<file path="config.mk">
export PLATFORM = sky130hd
export DESIGN_NAME = circle_rasterizer
export DESIGN_NICKNAME = d
export VERILOG_FILES = /design/src/crast_pkg.sv /design/src/crast_front.sv /design/src/crast_queue.sv /design/src/crast_back.sv /design/src/circle_rasterizer.sv
export SDC_FILE = /design/constraint.sdc
export NUM_CORES = 1
export LEC_CHECK = 0
export BUFFER_PORTS_ARGS = -buffer_cell sky130_fd_sc_hd__buf_2
export CAP_MARGIN = 20
export CORE_UTILIZATION = 35
export DETAILED_ROUTE_END_ITERATION = 10
export SYNTH_ARGS = -nofsm -noshare
export SYNTH_HDL_FRONTEND = slang
export SYNTH_SLANG_ARGS = --single-unit
</file>
<file path="constraint.sdc">
create_clock -name clk -period 11.3 [get_ports clk]
set_clock_uncertainty 0.2 [all_clocks]
set_input_delay 0.565 -clock clk [delete_from_list [all_inputs] [get_ports clk]]
set_output_delay 0.565 -clock clk [all_outputs]
set_load 0.01 [all_outputs]
</file>
<file path="src/crast_pkg.sv">
`timescale 1ns / 1ps
`default_nettype none
// ----------------------------------------------------------------------------
// crast_pkg: shared constants for the circle rasterizer
// Default widths, action codes, slot limits and queue depth.
// ----------------------------------------------------------------------------
package crast_pkg;

    localparam int COORD_BITS_DEF  = 12;
    localparam int RADIUS_BITS_DEF = 11;
    localparam int COLOUR_BITS     = 32;
    localparam int QUEUE_DEPTH     = 2;
    localparam int SLOT_BITS       = 3;

    localparam logic       ACT_START    = 1'b0;
    localparam logic       ACT_STEP     = 1'b1;
    localparam logic [7:0] ALPHA_OPAQUE = 8'hFF;

    localparam logic [SLOT_BITS-1:0] OUTLINE_LAST = 3'd7;
    localparam logic [SLOT_BITS-1:0] FILL_LAST    = 3'd3;

endpackage
`default_nettype wire

</file>
<file path="src/crast_front.sv">
`timescale 1ns / 1ps
`default_nettype none
// ----------------------------------------------------------------------------
// crast_front: circle state and iteration update
// Latches a circle on start, and on each step pushes the current offsets as
// a job and advances the error term and offsets by the Andres rule.
// ----------------------------------------------------------------------------
module crast_front #(
    parameter int COORD_BITS  = crast_pkg::COORD_BITS_DEF,
    parameter int RADIUS_BITS = crast_pkg::RADIUS_BITS_DEF,
    parameter int JOB_W       = 2 * COORD_BITS + 2 * RADIUS_BITS + 3
                                + crast_pkg::COLOUR_BITS + 2
)(
    input  wire logic                          clk,
    input  wire logic                          rst_n,
    input  wire logic                          in_valid,
    output logic                               in_ready,
    input  wire logic                          action,
    input  wire logic [COORD_BITS-1:0]         center_x,
    input  wire logic [COORD_BITS-1:0]         center_y,
    input  wire logic [RADIUS_BITS-1:0]        radius,
    input  wire logic                          fill_mode,
    input  wire logic [crast_pkg::COLOUR_BITS-1:0] rgba,
    output logic                               job_valid,
    input  wire logic                          job_ready,
    output logic [JOB_W-1:0]                   job
);

    localparam int XW = RADIUS_BITS + 1;
    localparam int YW = RADIUS_BITS + 2;
    localparam int DW = RADIUS_BITS + 3;
    localparam logic signed [DW-1:0] D_ONE = DW'(1);

    logic                              busy_reg, busy_next;
    logic [COORD_BITS-1:0]             cx_reg, cx_next;
    logic [COORD_BITS-1:0]             cy_reg, cy_next;
    logic [RADIUS_BITS-1:0]            rad_reg, rad_next;
    logic                              filled_reg, filled_next;
    logic [crast_pkg::COLOUR_BITS-1:0] colour_reg, colour_next;
    logic signed [DW-1:0]              d_reg, d_next;
    logic [XW-1:0]                     x_reg, x_next;
    logic signed [YW-1:0]              y_reg, y_next;

    logic                 accept;
    logic                 step_go;
    logic signed [DW-1:0] x_ext;
    logic signed [DW-1:0] y_ext;
    logic signed [DW-1:0] r_ext;
    logic signed [DW-1:0] two_x;
    logic signed [DW-1:0] two_rmy;
    logic signed [DW-1:0] d_upd;
    logic [XW-1:0]        x_upd;
    logic signed [YW-1:0] y_upd;
    logic                 done_upd;

    assign in_ready  = job_ready;
    assign accept    = in_valid && in_ready;
    assign step_go   = accept && (action == crast_pkg::ACT_STEP) && busy_reg;
    assign job_valid = step_go;

    assign x_ext   = $signed({{(DW - XW){1'b0}}, x_reg});
    assign y_ext   = $signed({{(DW - YW){y_reg[YW-1]}}, y_reg});
    assign r_ext   = $signed({{(DW - RADIUS_BITS){1'b0}}, rad_reg});
    assign two_x   = x_ext <<< 1;
    assign two_rmy = (r_ext - y_ext) <<< 1;

    // three-way andres update
    always_comb
    begin
        d_upd = d_reg;
        x_upd = x_reg;
        y_upd = y_reg;
        if (d_reg >= two_x)
        begin
            d_upd = d_reg - two_x - D_ONE;
            x_upd = x_reg + XW'(1);
        end
        else if (d_reg < two_rmy)
        begin
            d_upd = d_reg + (y_ext <<< 1) - D_ONE;
            y_upd = y_reg - YW'(1);
        end
        else
        begin
            d_upd = d_reg + ((y_ext - x_ext - D_ONE) <<< 1);
            x_upd = x_reg + XW'(1);
            y_upd = y_reg - YW'(1);
        end
    end

    assign done_upd = y_upd < $signed({1'b0, x_upd});

    assign job = {done_upd, colour_reg, filled_reg, y_reg, x_reg, cy_reg, cx_reg};

    always_comb
    begin
        busy_next   = busy_reg;
        cx_next     = cx_reg;
        cy_next     = cy_reg;
        rad_next    = rad_reg;
        filled_next = filled_reg;
        colour_next = colour_reg;
        d_next      = d_reg;
        x_next      = x_reg;
        y_next      = y_reg;
        if (accept && (action == crast_pkg::ACT_START))
        begin
            busy_next   = 1'b1;
            cx_next     = center_x;
            cy_next     = center_y;
            rad_next    = radius;
            filled_next = fill_mode;
            colour_next = rgba;
            d_next      = $signed({{(DW - RADIUS_BITS){1'b0}}, radius}) - D_ONE;
            x_next      = '0;
            y_next      = $signed({{(YW - RADIUS_BITS){1'b0}}, radius});
        end
        else if (step_go)
        begin
            busy_next = !done_upd;
            d_next    = d_upd;
            x_next    = x_upd;
            y_next    = y_upd;
        end
    end

    always_ff @(posedge clk or negedge rst_n)
    begin
        if (!rst_n)
        begin
            busy_reg   <= 1'b0;
            cx_reg     <= '0;
            cy_reg     <= '0;
            rad_reg    <= '0;
            filled_reg <= 1'b0;
            colour_reg <= '0;
            d_reg      <= '0;
            x_reg      <= '0;
            y_reg      <= '0;
        end
        else
        begin
            busy_reg   <= busy_next;
            cx_reg     <= cx_next;
            cy_reg     <= cy_next;
            rad_reg    <= rad_next;
            filled_reg <= filled_next;
            colour_reg <= colour_next;
            d_reg      <= d_next;
            x_reg      <= x_next;
            y_reg      <= y_next;
        end
    end

    // offsets of a running circle never cross
    assert property (@(posedge clk) disable iff (!rst_n)
        busy_reg |-> (y_reg >= $signed({1'b0, x_reg})))
        else $error("front: running circle with y below x");

endmodule
`default_nettype wire

</file>
<file path="src/crast_queue.sv">
`timescale 1ns / 1ps
`default_nettype none
// ----------------------------------------------------------------------------
// crast_queue: job queue between front and back
// Small first-in first-out buffer that lets both sides stall independently.
// ----------------------------------------------------------------------------
module crast_queue #(
    parameter int WIDTH = 8,
    parameter int DEPTH = crast_pkg::QUEUE_DEPTH
)(
    input  wire logic             clk,
    input  wire logic             rst_n,
    input  wire logic             wr_valid,
    output logic                  wr_ready,
    input  wire logic [WIDTH-1:0] wr_data,
    output logic                  rd_valid,
    input  wire logic             rd_ready,
    output logic [WIDTH-1:0]      rd_data
);

    localparam int PW = (DEPTH > 1) ? $clog2(DEPTH) : 1;
    localparam int CW = $clog2(DEPTH + 1);

    logic [WIDTH-1:0] mem [DEPTH];
    logic [PW-1:0]    wr_ptr_reg, wr_ptr_next;
    logic [PW-1:0]    rd_ptr_reg, rd_ptr_next;
    logic [CW-1:0]    count_reg, count_next;
    logic             push;
    logic             pop;

    assign wr_ready = count_reg != CW'(DEPTH);
    assign rd_valid = count_reg != '0;
    assign rd_data  = mem[rd_ptr_reg];
    assign push     = wr_valid && wr_ready;
    assign pop      = rd_valid && rd_ready;

    always_comb
    begin
        wr_ptr_next = wr_ptr_reg;
        rd_ptr_next = rd_ptr_reg;
        count_next  = count_reg;
        if (push)
            wr_ptr_next = (wr_ptr_reg == PW'(DEPTH - 1)) ? '0 : wr_ptr_reg + PW'(1);
        if (pop)
            rd_ptr_next = (rd_ptr_reg == PW'(DEPTH - 1)) ? '0 : rd_ptr_reg + PW'(1);
        if (push && !pop)
            count_next = count_reg + CW'(1);
        else if (pop && !push)
            count_next = count_reg - CW'(1);
    end

    always_ff @(posedge clk)
    begin
        if (push)
            mem[wr_ptr_reg] <= wr_data;
    end

    always_ff @(posedge clk or negedge rst_n)
    begin
        if (!rst_n)
        begin
            wr_ptr_reg <= '0;
            rd_ptr_reg <= '0;
            count_reg  <= '0;
        end
        else
        begin
            wr_ptr_reg <= wr_ptr_next;
            rd_ptr_reg <= rd_ptr_next;
            count_reg  <= count_next;
        end
    end

    assert property (@(posedge clk) disable iff (!rst_n)
        count_reg <= CW'(DEPTH))
        else $error("queue: fill count past depth");

endmodule
`default_nettype wire

</file>
<file path="src/crast_back.sv">
`timescale 1ns / 1ps
`default_nettype none
// ----------------------------------------------------------------------------
// crast_back: point and span emitter
// Walks one job through its eight outline points or four fill spans, one
// result a cycle unless the output stalls, into a registered output stage.
// ----------------------------------------------------------------------------
module crast_back #(
    parameter int COORD_BITS  = crast_pkg::COORD_BITS_DEF,
    parameter int RADIUS_BITS = crast_pkg::RADIUS_BITS_DEF,
    parameter int JOB_W       = 2 * COORD_BITS + 2 * RADIUS_BITS + 3
                                + crast_pkg::COLOUR_BITS + 2,
    parameter int OUT_BITS    = COORD_BITS + 2
)(
    input  wire logic                          clk,
    input  wire logic                          rst_n,
    input  wire logic                          job_valid,
    output logic                               job_ready,
    input  wire logic [JOB_W-1:0]              job,
    output logic                               out_valid,
    input  wire logic                          out_ready,
    output logic [OUT_BITS-1:0]                span_y,
    output logic [OUT_BITS-1:0]                span_left,
    output logic [OUT_BITS-1:0]                span_right,
    output logic [crast_pkg::COLOUR_BITS-1:0]  pixel_colour,
    output logic                               opaque,
    output logic                               step_last,
    output logic                               circle_done
);

    localparam int XW = RADIUS_BITS + 1;
    localparam int YW = RADIUS_BITS + 2;
    localparam int MW = (COORD_BITS > YW) ? COORD_BITS : YW;
    localparam int SW = MW + 2;
    localparam int SB = crast_pkg::SLOT_BITS;

    localparam int CX_LO  = 0;
    localparam int CY_LO  = CX_LO + COORD_BITS;
    localparam int X_LO   = CY_LO + COORD_BITS;
    localparam int Y_LO   = X_LO + XW;
    localparam int F_LO   = Y_LO + YW;
    localparam int COL_LO = F_LO + 1;
    localparam int DN_LO  = COL_LO + crast_pkg::COLOUR_BITS;

    logic                              busy_reg, busy_next;
    logic [SB-1:0]                     slot_reg, slot_next;
    logic [JOB_W-1:0]                  job_reg, job_next;
    logic                              valid_reg, valid_next;
    logic [OUT_BITS-1:0]               row_reg, row_next;
    logic [OUT_BITS-1:0]               left_reg, left_next;
    logic [OUT_BITS-1:0]               right_reg, right_next;
    logic [crast_pkg::COLOUR_BITS-1:0] colour_reg, colour_next;
    logic                              opaque_reg, opaque_next;
    logic                              last_reg, last_next;
    logic                              done_reg, done_next;

    logic                 emit;
    logic                 slot_end;
    logic                 filled;
    logic signed [SW-1:0] cx, cy, ox, oy;
    logic signed [SW-1:0] cy_px, cy_py, cy_mx, cy_my;
    logic signed [SW-1:0] cx_px, cx_py, cx_mx, cx_my;
    logic signed [SW-1:0] row_s, left_s, right_s;

    assign filled = job_reg[F_LO];
    assign cx = $signed({{(SW - COORD_BITS){1'b0}}, job_reg[CX_LO +: COORD_BITS]});
    assign cy = $signed({{(SW - COORD_BITS){1'b0}}, job_reg[CY_LO +: COORD_BITS]});
    assign ox = $signed({{(SW - XW){1'b0}}, job_reg[X_LO +: XW]});
    assign oy = $signed({{(SW - YW){job_reg[Y_LO + YW - 1]}}, job_reg[Y_LO +: YW]});

    assign cy_px = cy + ox;
    assign cy_py = cy + oy;
    assign cy_mx = cy - ox;
    assign cy_my = cy - oy;
    assign cx_px = cx + ox;
    assign cx_py = cx + oy;
    assign cx_mx = cx - ox;
    assign cx_my = cx - oy;

    always_comb
    begin
        row_s   = cy_py;
        left_s  = cx_px;
        right_s = cx_px;
        if (filled)
        begin
            case (slot_reg[1:0])
                2'd0:
                begin
                    row_s = cy_px; left_s = cx_my; right_s = cx_py;
                end
                2'd1:
                begin
                    row_s = cy_py; left_s = cx_mx; right_s = cx_px;
                end
                2'd2:
                begin
                    row_s = cy_my; left_s = cx_mx; right_s = cx_px;
                end
                default:
                begin
                    row_s = cy_mx; left_s = cx_my; right_s = cx_py;
                end
            endcase
        end
        else
        begin
            case (slot_reg)
                3'd0:    begin row_s = cy_py; left_s = cx_px; end
                3'd1:    begin row_s = cy_px; left_s = cx_py; end
                3'd2:    begin row_s = cy_py; left_s = cx_mx; end
                3'd3:    begin row_s = cy_px; left_s = cx_my; end
                3'd4:    begin row_s = cy_my; left_s = cx_px; end
                3'd5:    begin row_s = cy_mx; left_s = cx_py; end
                3'd6:    begin row_s = cy_my; left_s = cx_mx; end
                default: begin row_s = cy_mx; left_s = cx_my; end
            endcase
            right_s = left_s;
        end
    end

    assign emit      = busy_reg && (!valid_reg || out_ready);
    assign slot_end  = slot_reg == (filled ? crast_pkg::FILL_LAST : crast_pkg::OUTLINE_LAST);
    assign job_ready = !busy_reg || (emit && slot_end);

    always_comb
    begin
        busy_next   = busy_reg;
        slot_next   = slot_reg;
        job_next    = job_reg;
        valid_next  = valid_reg && !out_ready;
        row_next    = row_reg;
        left_next   = left_reg;
        right_next  = right_reg;
        colour_next = colour_reg;
        opaque_next = opaque_reg;
        last_next   = last_reg;
        done_next   = done_reg;
        if (emit)
        begin
            valid_next  = 1'b1;
            row_next    = row_s[OUT_BITS-1:0];
            left_next   = left_s[OUT_BITS-1:0];
            right_next  = right_s[OUT_BITS-1:0];
            colour_next = job_reg[COL_LO +: crast_pkg::COLOUR_BITS];
            opaque_next = job_reg[COL_LO +: 8] == crast_pkg::ALPHA_OPAQUE;
            last_next   = slot_end;
            done_next   = slot_end && job_reg[DN_LO];
            slot_next   = slot_reg + SB'(1);
        end
        if (job_ready)
        begin
            busy_next = job_valid;
            job_next  = job;
            slot_next = '0;
        end
    end

    always_ff @(posedge clk or negedge rst_n)
    begin
        if (!rst_n)
        begin
            busy_reg  <= 1'b0;
            slot_reg  <= '0;
            valid_reg <= 1'b0;
        end
        else
        begin
            busy_reg  <= busy_next;
            slot_reg  <= slot_next;
            valid_reg <= valid_next;
        end
    end

    always_ff @(posedge clk)
    begin
        job_reg    <= job_next;
        row_reg    <= row_next;
        left_reg   <= left_next;
        right_reg  <= right_next;
        colour_reg <= colour_next;
        opaque_reg <= opaque_next;
        last_reg   <= last_next;
        done_reg   <= done_next;
    end

    assign out_valid    = valid_reg;
    assign span_y       = row_reg;
    assign span_left    = left_reg;
    assign span_right   = right_reg;
    assign pixel_colour = colour_reg;
    assign opaque       = opaque_reg;
    assign step_last    = last_reg;
    assign circle_done  = done_reg;

    assert property (@(posedge clk) disable iff (!rst_n)
        (valid_reg && done_reg) |-> last_reg)
        else $error("back: circle end not on last transaction of a step");

    assert property (@(posedge clk) disable iff (!rst_n)
        (busy_reg && filled) |-> (slot_reg <= crast_pkg::FILL_LAST))
        else $error("back: fill slot out of range");

    assert property (@(posedge clk) disable iff (!rst_n)
        (valid_reg && !out_ready) |=> (valid_reg && $stable(row_reg) && $stable(last_reg)))
        else $error("back: stalled result changed");

endmodule
`default_nettype wire

</file>
<file path="src/circle_rasterizer.sv">
`timescale 1ns / 1ps
`default_nettype none
// ----------------------------------------------------------------------------
// circle_rasterizer: Andres circle rasterizer
// Outline points or filled horizontal spans of a circle, one step at a time.
//
// s_* channel: one transaction per command. tuser is the action: start loads
//   center, radius, fill mode and colour and emits nothing; step runs one
//   iteration of the circle loop. Steps with no circle running emit nothing.
// m_* channel: one transaction per point (outline, 8 per step) or span
//   (fill, 4 per step). tlast marks the last transaction of a step, tuser[1]
//   the end of the circle.
// path: job queue, then the back end's job register, then the output stage.
// throughput: one result per cycle while the output is not stalled; set by
//   the single emitter in the back end. The front end takes a command per
//   cycle while the 2-entry job queue has room.
// reset: no circle running, queue and output stage empty.
// stall: results hold on m_tdata; the queue fills, then s_tready drops.
// ----------------------------------------------------------------------------
module circle_rasterizer #(
    parameter int COORD_BITS  = crast_pkg::COORD_BITS_DEF,
    parameter int RADIUS_BITS = crast_pkg::RADIUS_BITS_DEF
)(
    input  wire logic                   clk,
    input  wire logic                   rst_n,
    input  wire logic                   s_tvalid,
    output logic                        s_tready,
    // center_x, center_y, radius, fill_mode, rgba, zero fill
    input  wire logic [((2 * COORD_BITS + RADIUS_BITS + 1 + crast_pkg::COLOUR_BITS + 7)
                        / 8) * 8 - 1:0] s_tdata,
    // action
    input  wire logic                   s_tuser,
    output logic                        m_tvalid,
    input  wire logic                   m_tready,
    // span_y, span_left, span_right, pixel_colour, zero fill
    output logic [((3 * (COORD_BITS + 2) + crast_pkg::COLOUR_BITS + 7) / 8) * 8 - 1:0]
                                        m_tdata,
    // opaque, circle_done
    output logic [1:0]                  m_tuser,
    output logic                        m_tlast
);

    localparam int CB     = crast_pkg::COLOUR_BITS;
    localparam int OUT_W  = COORD_BITS + 2;
    localparam int IN_W   = 2 * COORD_BITS + RADIUS_BITS + 1 + CB;
    localparam int OUT_PW = 3 * OUT_W + CB;
    localparam int OUT_DW = ((OUT_PW + 7) / 8) * 8;
    localparam int JOB_W  = 2 * COORD_BITS + 2 * RADIUS_BITS + 3 + CB + 2;

    logic                   q_in_valid, q_in_ready;
    logic [JOB_W-1:0]       q_in_data;
    logic                   q_out_valid, q_out_ready;
    logic [JOB_W-1:0]       q_out_data;
    logic [OUT_W-1:0]       span_y, span_left, span_right;
    logic [CB-1:0]          pixel_colour;
    logic                   opaque, step_last, circle_done;

    crast_front #(
        .COORD_BITS  (COORD_BITS),
        .RADIUS_BITS (RADIUS_BITS),
        .JOB_W       (JOB_W)
    ) u_front (
        .clk       (clk),
        .rst_n     (rst_n),
        .in_valid  (s_tvalid),
        .in_ready  (s_tready),
        .action    (s_tuser),
        .center_x  (s_tdata[COORD_BITS-1:0]),
        .center_y  (s_tdata[2*COORD_BITS-1:COORD_BITS]),
        .radius    (s_tdata[2*COORD_BITS+RADIUS_BITS-1:2*COORD_BITS]),
        .fill_mode (s_tdata[2*COORD_BITS+RADIUS_BITS]),
        .rgba      (s_tdata[IN_W-1:IN_W-CB]),
        .job_valid (q_in_valid),
        .job_ready (q_in_ready),
        .job       (q_in_data)
    );

    crast_queue #(
        .WIDTH (JOB_W),
        .DEPTH (crast_pkg::QUEUE_DEPTH)
    ) u_queue (
        .clk      (clk),
        .rst_n    (rst_n),
        .wr_valid (q_in_valid),
        .wr_ready (q_in_ready),
        .wr_data  (q_in_data),
        .rd_valid (q_out_valid),
        .rd_ready (q_out_ready),
        .rd_data  (q_out_data)
    );

    crast_back #(
        .COORD_BITS  (COORD_BITS),
        .RADIUS_BITS (RADIUS_BITS),
        .JOB_W       (JOB_W),
        .OUT_BITS    (OUT_W)
    ) u_back (
        .clk          (clk),
        .rst_n        (rst_n),
        .job_valid    (q_out_valid),
        .job_ready    (q_out_ready),
        .job          (q_out_data),
        .out_valid    (m_tvalid),
        .out_ready    (m_tready),
        .span_y       (span_y),
        .span_left    (span_left),
        .span_right   (span_right),
        .pixel_colour (pixel_colour),
        .opaque       (opaque),
        .step_last    (step_last),
        .circle_done  (circle_done)
    );

    assign m_tdata = {{(OUT_DW - OUT_PW){1'b0}}, pixel_colour, span_right, span_left, span_y};
    assign m_tuser = {circle_done, opaque};
    assign m_tlast = step_last;

endmodule
`default_nettype wire
</file>
==> reports/qor.csv <==
metric,value,unit
status,finished with violations,
violations in the final reports,design-rule violations,
share of async-settable or async-resettable flops after synthesis,26.5,%
drt wl/cell,19.2,um
initial standard-cell utilization of the core,35.4,%
Worst path max stage delay,0.49,ns
Nets,2839,
critical register-to-register path endpoint,u_queue.mem[1][82],
"Clk Latency, worst-skew pair",0.61,ns
list of cells traversed by the critical path,"inv_1, ha_1, nor2b_1, o21ai_0, a21boi_0, o21ai_0, a211oi_1, o31a_1, or2_2, ha_1, a21o_1, a2111oi_0, o21ai_0, nor2_2, nand2_1, nand3_1, nor2_1, xnor2_1, ha_1, and4_1, nand2_1, a311oi_1, o211ai_1",
largest vdd supply drop,261,uV
number of cells traversed by the worst hold path,3,
crit path max-delay cell type,sky130_fd_sc_hd__dfrtp_1,
CTS tree,done,
post-placement worst setup slack,4.72,ns
top-level port count,162,
min cycle time layout,6.63,ns
area added between synthesis and finish,15.3,%
net switching share of the total power,41.8,%
vias in the first global route,18900,
Max Fclk,151,MHz
Max Buffers Root-to-Sink,3,
Required @ worst endpoint,11.38,ns
headroom to the max-slew limit,25.6,%
number of routed nets with antenna violations,0,
HPWL after DPL,49200,um
gpl congestion,0.924,
# Max-Cap Violations,0,
worst-case register-to-register setup slack,4.67,ns
areal power density over the cells,304,mW/mm^2
number of buffers added by the clock tree synthesis step,48,
count of synthesis-stage warnings from yosys,0,
number of rows in the core area,99,
Netlist Area Pre-Place,0.0259,sq mm
root cell of the clock tree,sky130_fd_sc_hd__clkbuf_16,
post-placement cell area,0.0276,sq mm
vias per cell,5.27,
Crit Path Category,register to register,
RSZ-0062 raised after global routing,no,
Setup Viol. Count Final,0,
H-tree lvl count,2,
net switching power,0.00380,W
wire length reported by the detailed router,68200,um
total congestion overflow after global routing,0,
final worst slack,4.67,ns
Chip Width,274,um
Leakage,12.1,nW
Largest register FFs,166,
RR Startpoint,u_front.y_reg[2],
Hold Crit Class,input port to register,
detailed-router iteration count before antenna repair,9,
worst-case reg-to-reg path depth,23,
Internal Dissipation,0.00529,W
final instance area,0.0299,sq mm
DRC viols,17,
endpoint of the worst hold-timing path,u_front.cx_reg[2],
worst endpoint data arrival time,6.71,ns
number of endpoints with negative hold slack in the final report,0,
"FF+latch count, synth",442,
number of unique standard cell types used by synthesis,87,
power consumption,0.00909,W
dominant delay contributor by cell family on the critical path,compound AO/OA/AOI/OAI gates,
vias,18700,
crit share post-route,58.7,%
first-pass GRT wire length,106000,um
Fin Setup TNS,0,ns
Antenna diodes,0,
maximum fanout along the worst path,10,
pin count of the biggest net entering global routing,77,
sequential group share of total power,28.5,%
"EDFF count, synth",325,
antenna violations before repair,1,
clock slew at reported path FFs,0.06,ns
worst min-delay path startpoint,s_tdata[2],
core region area,0.0731,sq mm
Worst Max-Slew Pin Slew,1.11,ns
Clock power frac,18.8,%
number of buffer and inverter instances along the worst setup path,1,
Setup crit end kind,register,
Most used DFF post-synth,sky130_fd_sc_hd__edfxtp_1,
sequential share of the synthesized area,49.0,%
Comb power frac,52.6,%
critical path launch point type,register,
global-route usage over all layers,18.0,%
area enclosed by the die boundary,0.0751,sq mm
Final Slew Violations,0,
detailed router's first-iteration violation count,1419,
# clock sinks,442,
Post-Synthesis Mean Instance Area,10.9,sq um
layout cell share with drive strength beyond 1,14.5,%
"Gates resized, CTS repair",0,
y dimension of the die,274,um
Gate Count Post-Synth,2380,
count of port buffers added during placement,151,
worst register-to-register path, cell delays in order (launching register included):
cell and delay (ns):
sky130_fd_sc_hd__dfrtp_1 0.49, sky130_fd_sc_hd__inv_1 0.19, sky130_fd_sc_hd__ha_1 0.37, sky130_fd_sc_hd__nor2b_1 0.14, sky130_fd_sc_hd__o21ai_0 0.23, sky130_fd_sc_hd__a21boi_0 0.15, sky130_fd_sc_hd__o21ai_0 0.36, sky130_fd_sc_hd__a211oi_1 0.19
sky130_fd_sc_hd__o31a_1 0.32, sky130_fd_sc_hd__or2_2 0.29, sky130_fd_sc_hd__ha_1 0.29, sky130_fd_sc_hd__a21o_1 0.16, sky130_fd_sc_hd__a2111oi_0 0.38, sky130_fd_sc_hd__o21ai_0 0.19, sky130_fd_sc_hd__nor2_2 0.13, sky130_fd_sc_hd__nand2_1 0.29
sky130_fd_sc_hd__nand3_1 0.33, sky130_fd_sc_hd__nor2_1 0.09, sky130_fd_sc_hd__xnor2_1 0.14, sky130_fd_sc_hd__ha_1 0.30, sky130_fd_sc_hd__and4_1 0.26, sky130_fd_sc_hd__nand2_1 0.07, sky130_fd_sc_hd__a311oi_1 0.46, sky130_fd_sc_hd__o211ai_1 0.32
Yosys cell counts (13+ instances only):
cell type                  number  area (sq um)
sky130_fd_sc_hd__xor2_1        49           429
sky130_fd_sc_hd__nor3_1        47           235
sky130_fd_sc_hd__edfxtp_1     325          9760
sky130_fd_sc_hd__nor2_1       139           522
sky130_fd_sc_hd__o21ai_0      100           500
sky130_fd_sc_hd__or3_1         14          87.6
sky130_fd_sc_hd__a31oi_1       19           119
sky130_fd_sc_hd__ha_1         199          2490
sky130_fd_sc_hd__buf_4         16           120
sky130_fd_sc_hd__o21a_1        21           158
sky130_fd_sc_hd__a211oi_1      19           143
sky130_fd_sc_hd__mux2i_1       26           260
sky130_fd_sc_hd__o21bai_1      27           203
sky130_fd_sc_hd__fa_1          13           260
sky130_fd_sc_hd__inv_1        144           541
sky130_fd_sc_hd__mux2_2        85           957
sky130_fd_sc_hd__nand2b_1      23           144
sky130_fd_sc_hd__buf_2         18          90.1
sky130_fd_sc_hd__o211ai_1      16           120
sky130_fd_sc_hd__a21oi_1      122           611
sky130_fd_sc_hd__o22ai_1       13          81.3
sky130_fd_sc_hd__a221oi_1      16           140
sky130_fd_sc_hd__o221ai_1      13           114
sky130_fd_sc_hd__nand3_1       29           145
sky130_fd_sc_hd__nand2_1      305          1140
sky130_fd_sc_hd__clkbuf_1      69           259
sky130_fd_sc_hd__xnor2_1      120          1050
sky130_fd_sc_hd__a21o_1        34           255
sky130_fd_sc_hd__dfrtp_1      117          2930
sky130_fd_sc_hd__nor2b_1       26           163
placed cells by master, fill, tap and decap left out, types with 14 or more instances in the layout:
| cell type | count |
|---|---|
| sky130_fd_sc_hd__buf_2 | 150 |
| sky130_fd_sc_hd__xnor2_1 | 120 |
| sky130_fd_sc_hd__a31oi_1 | 19 |
| sky130_fd_sc_hd__nor2b_1 | 26 |
| sky130_fd_sc_hd__a21o_1 | 34 |
| sky130_fd_sc_hd__nand2b_1 | 23 |
| sky130_fd_sc_hd__edfxtp_1 | 325 |
| sky130_fd_sc_hd__ha_1 | 199 |
| sky130_fd_sc_hd__nor3_1 | 47 |
| sky130_fd_sc_hd__nand3_1 | 29 |
| sky130_fd_sc_hd__o21a_1 | 21 |
| sky130_fd_sc_hd__mux2_2 | 85 |
| sky130_fd_sc_hd__inv_1 | 144 |
| sky130_fd_sc_hd__clkbuf_16 | 48 |
| sky130_fd_sc_hd__a21oi_1 | 122 |
| sky130_fd_sc_hd__dfrtp_1 | 116 |
| sky130_fd_sc_hd__o21ai_0 | 99 |
| sky130_fd_sc_hd__o21bai_1 | 27 |
| sky130_fd_sc_hd__or3_1 | 14 |
| sky130_fd_sc_hd__a211oi_1 | 19 |
| sky130_fd_sc_hd__xor2_1 | 49 |
| sky130_fd_sc_hd__o211ai_1 | 16 |
| sky130_fd_sc_hd__mux2i_1 | 26 |
| sky130_fd_sc_hd__nand2_1 | 305 |
| sky130_fd_sc_hd__nor2_1 | 137 |
| sky130_fd_sc_hd__a221oi_1 | 16 |
| sky130_fd_sc_hd__dlygate4sd3_1 | 52 |
| sky130_fd_sc_hd__buf_4 | 22 |
layout make-up:
| cell class | instances | area, sq um |
|---|---|---|
| fillers | 6986 | 43200 |
| flip-flops and latches | 442 | 12700 |
| multi-input cells | 1684 | 12200 |
| repair buffers | 226 | 1470 |
| clock buffers | 59 | 1250 |
| well taps | 959 | 1200 |
| inverters | 148 | 556 |
| clock inverters | 31 | 507 |
through the flow:
| step | cells | util, % | hold slack [ns] |
|---|---|---|---|
| finish | 3549 | 40.9 | 0.0203 |
| global route | 3549 | 40.9 | 0.0233 |
| CTS | 3548 | 40.8 | 0.000649 |
| detailed placement | 3406 | 37.7 | 0.205 |
| global placement | 3406 | 37.7 | 0.203 |
| floorplan | 2385 | - | 0.0694 |
kinds of logic (layout without fill, tap and decap cells):
| logic type | after synthesis | count (layout) | synth area share [%] |
|---|---|---|---|
| DFF | 442 | 442 | 49.0 |
| and+or+nand+nor | 655 | 655 | 11.4 |
| xor gates and xnor gates | 169 | 169 | 5.72 |
| adders and majority gates | 212 | 212 | 10.6 |
| buffers and inverters | 259 | 464 | 4.10 |
| muxes | 119 | 119 | 5.40 |
| AOI/OAI and AO/OA | 523 | 523 | 13.8 |
| other | 1 | 6 | 0.0145 |
worst max path at each step:
stage | start | end | slack (ns) | cells past startpoint
2_1_floorplan | u_back.job_reg[49] | u_queue.count_reg[1] | 2.18 | 9
3_3_place_gp | u_front.y_reg[2] | u_front.busy_reg | 4.77 | 25
3_5_place_dp | u_front.y_reg[2] | u_front.busy_reg | 4.72 | 23
4_1_cts | u_front.y_reg[2] | u_front.busy_reg | 4.72 | 23
5_1_grt | u_front.y_reg[2] | u_front.busy_reg | 4.23 | 23
6_report | u_front.y_reg[2] | u_queue.mem[1][82] | 4.67 | 23
routing by layer:
metal  global-route usage, %  part of all wire, %
met1                    23.5                   45
met2                    30.8                   48
met3                    2.45                  4.3
met4                    5.39                  2.5
met5                       0                0.029
power by group through the flow:
stage / Sequential, W / Combinational (W) / Clock [W]
final: 0.00260 / 0.00478 / 0.00171
after global routing: 0.00264 / 0.00532 / 0.00181
after global placement: 0.00260 / 0.00463 / 0
after floorplan: 0.00257 / 0.00350 / 0
after CTS: 0.00260 / 0.00476 / 0.00175
after detailed placement: 0.00263 / 0.00471 / 0
what timing repair did:
item                      in CTS  in global routing
hold endpoints to repair     113                  0
hold buffers                  52                  0
setup buffers                  0                  0
No activity file was read; power rests on OpenSTA's default activity.
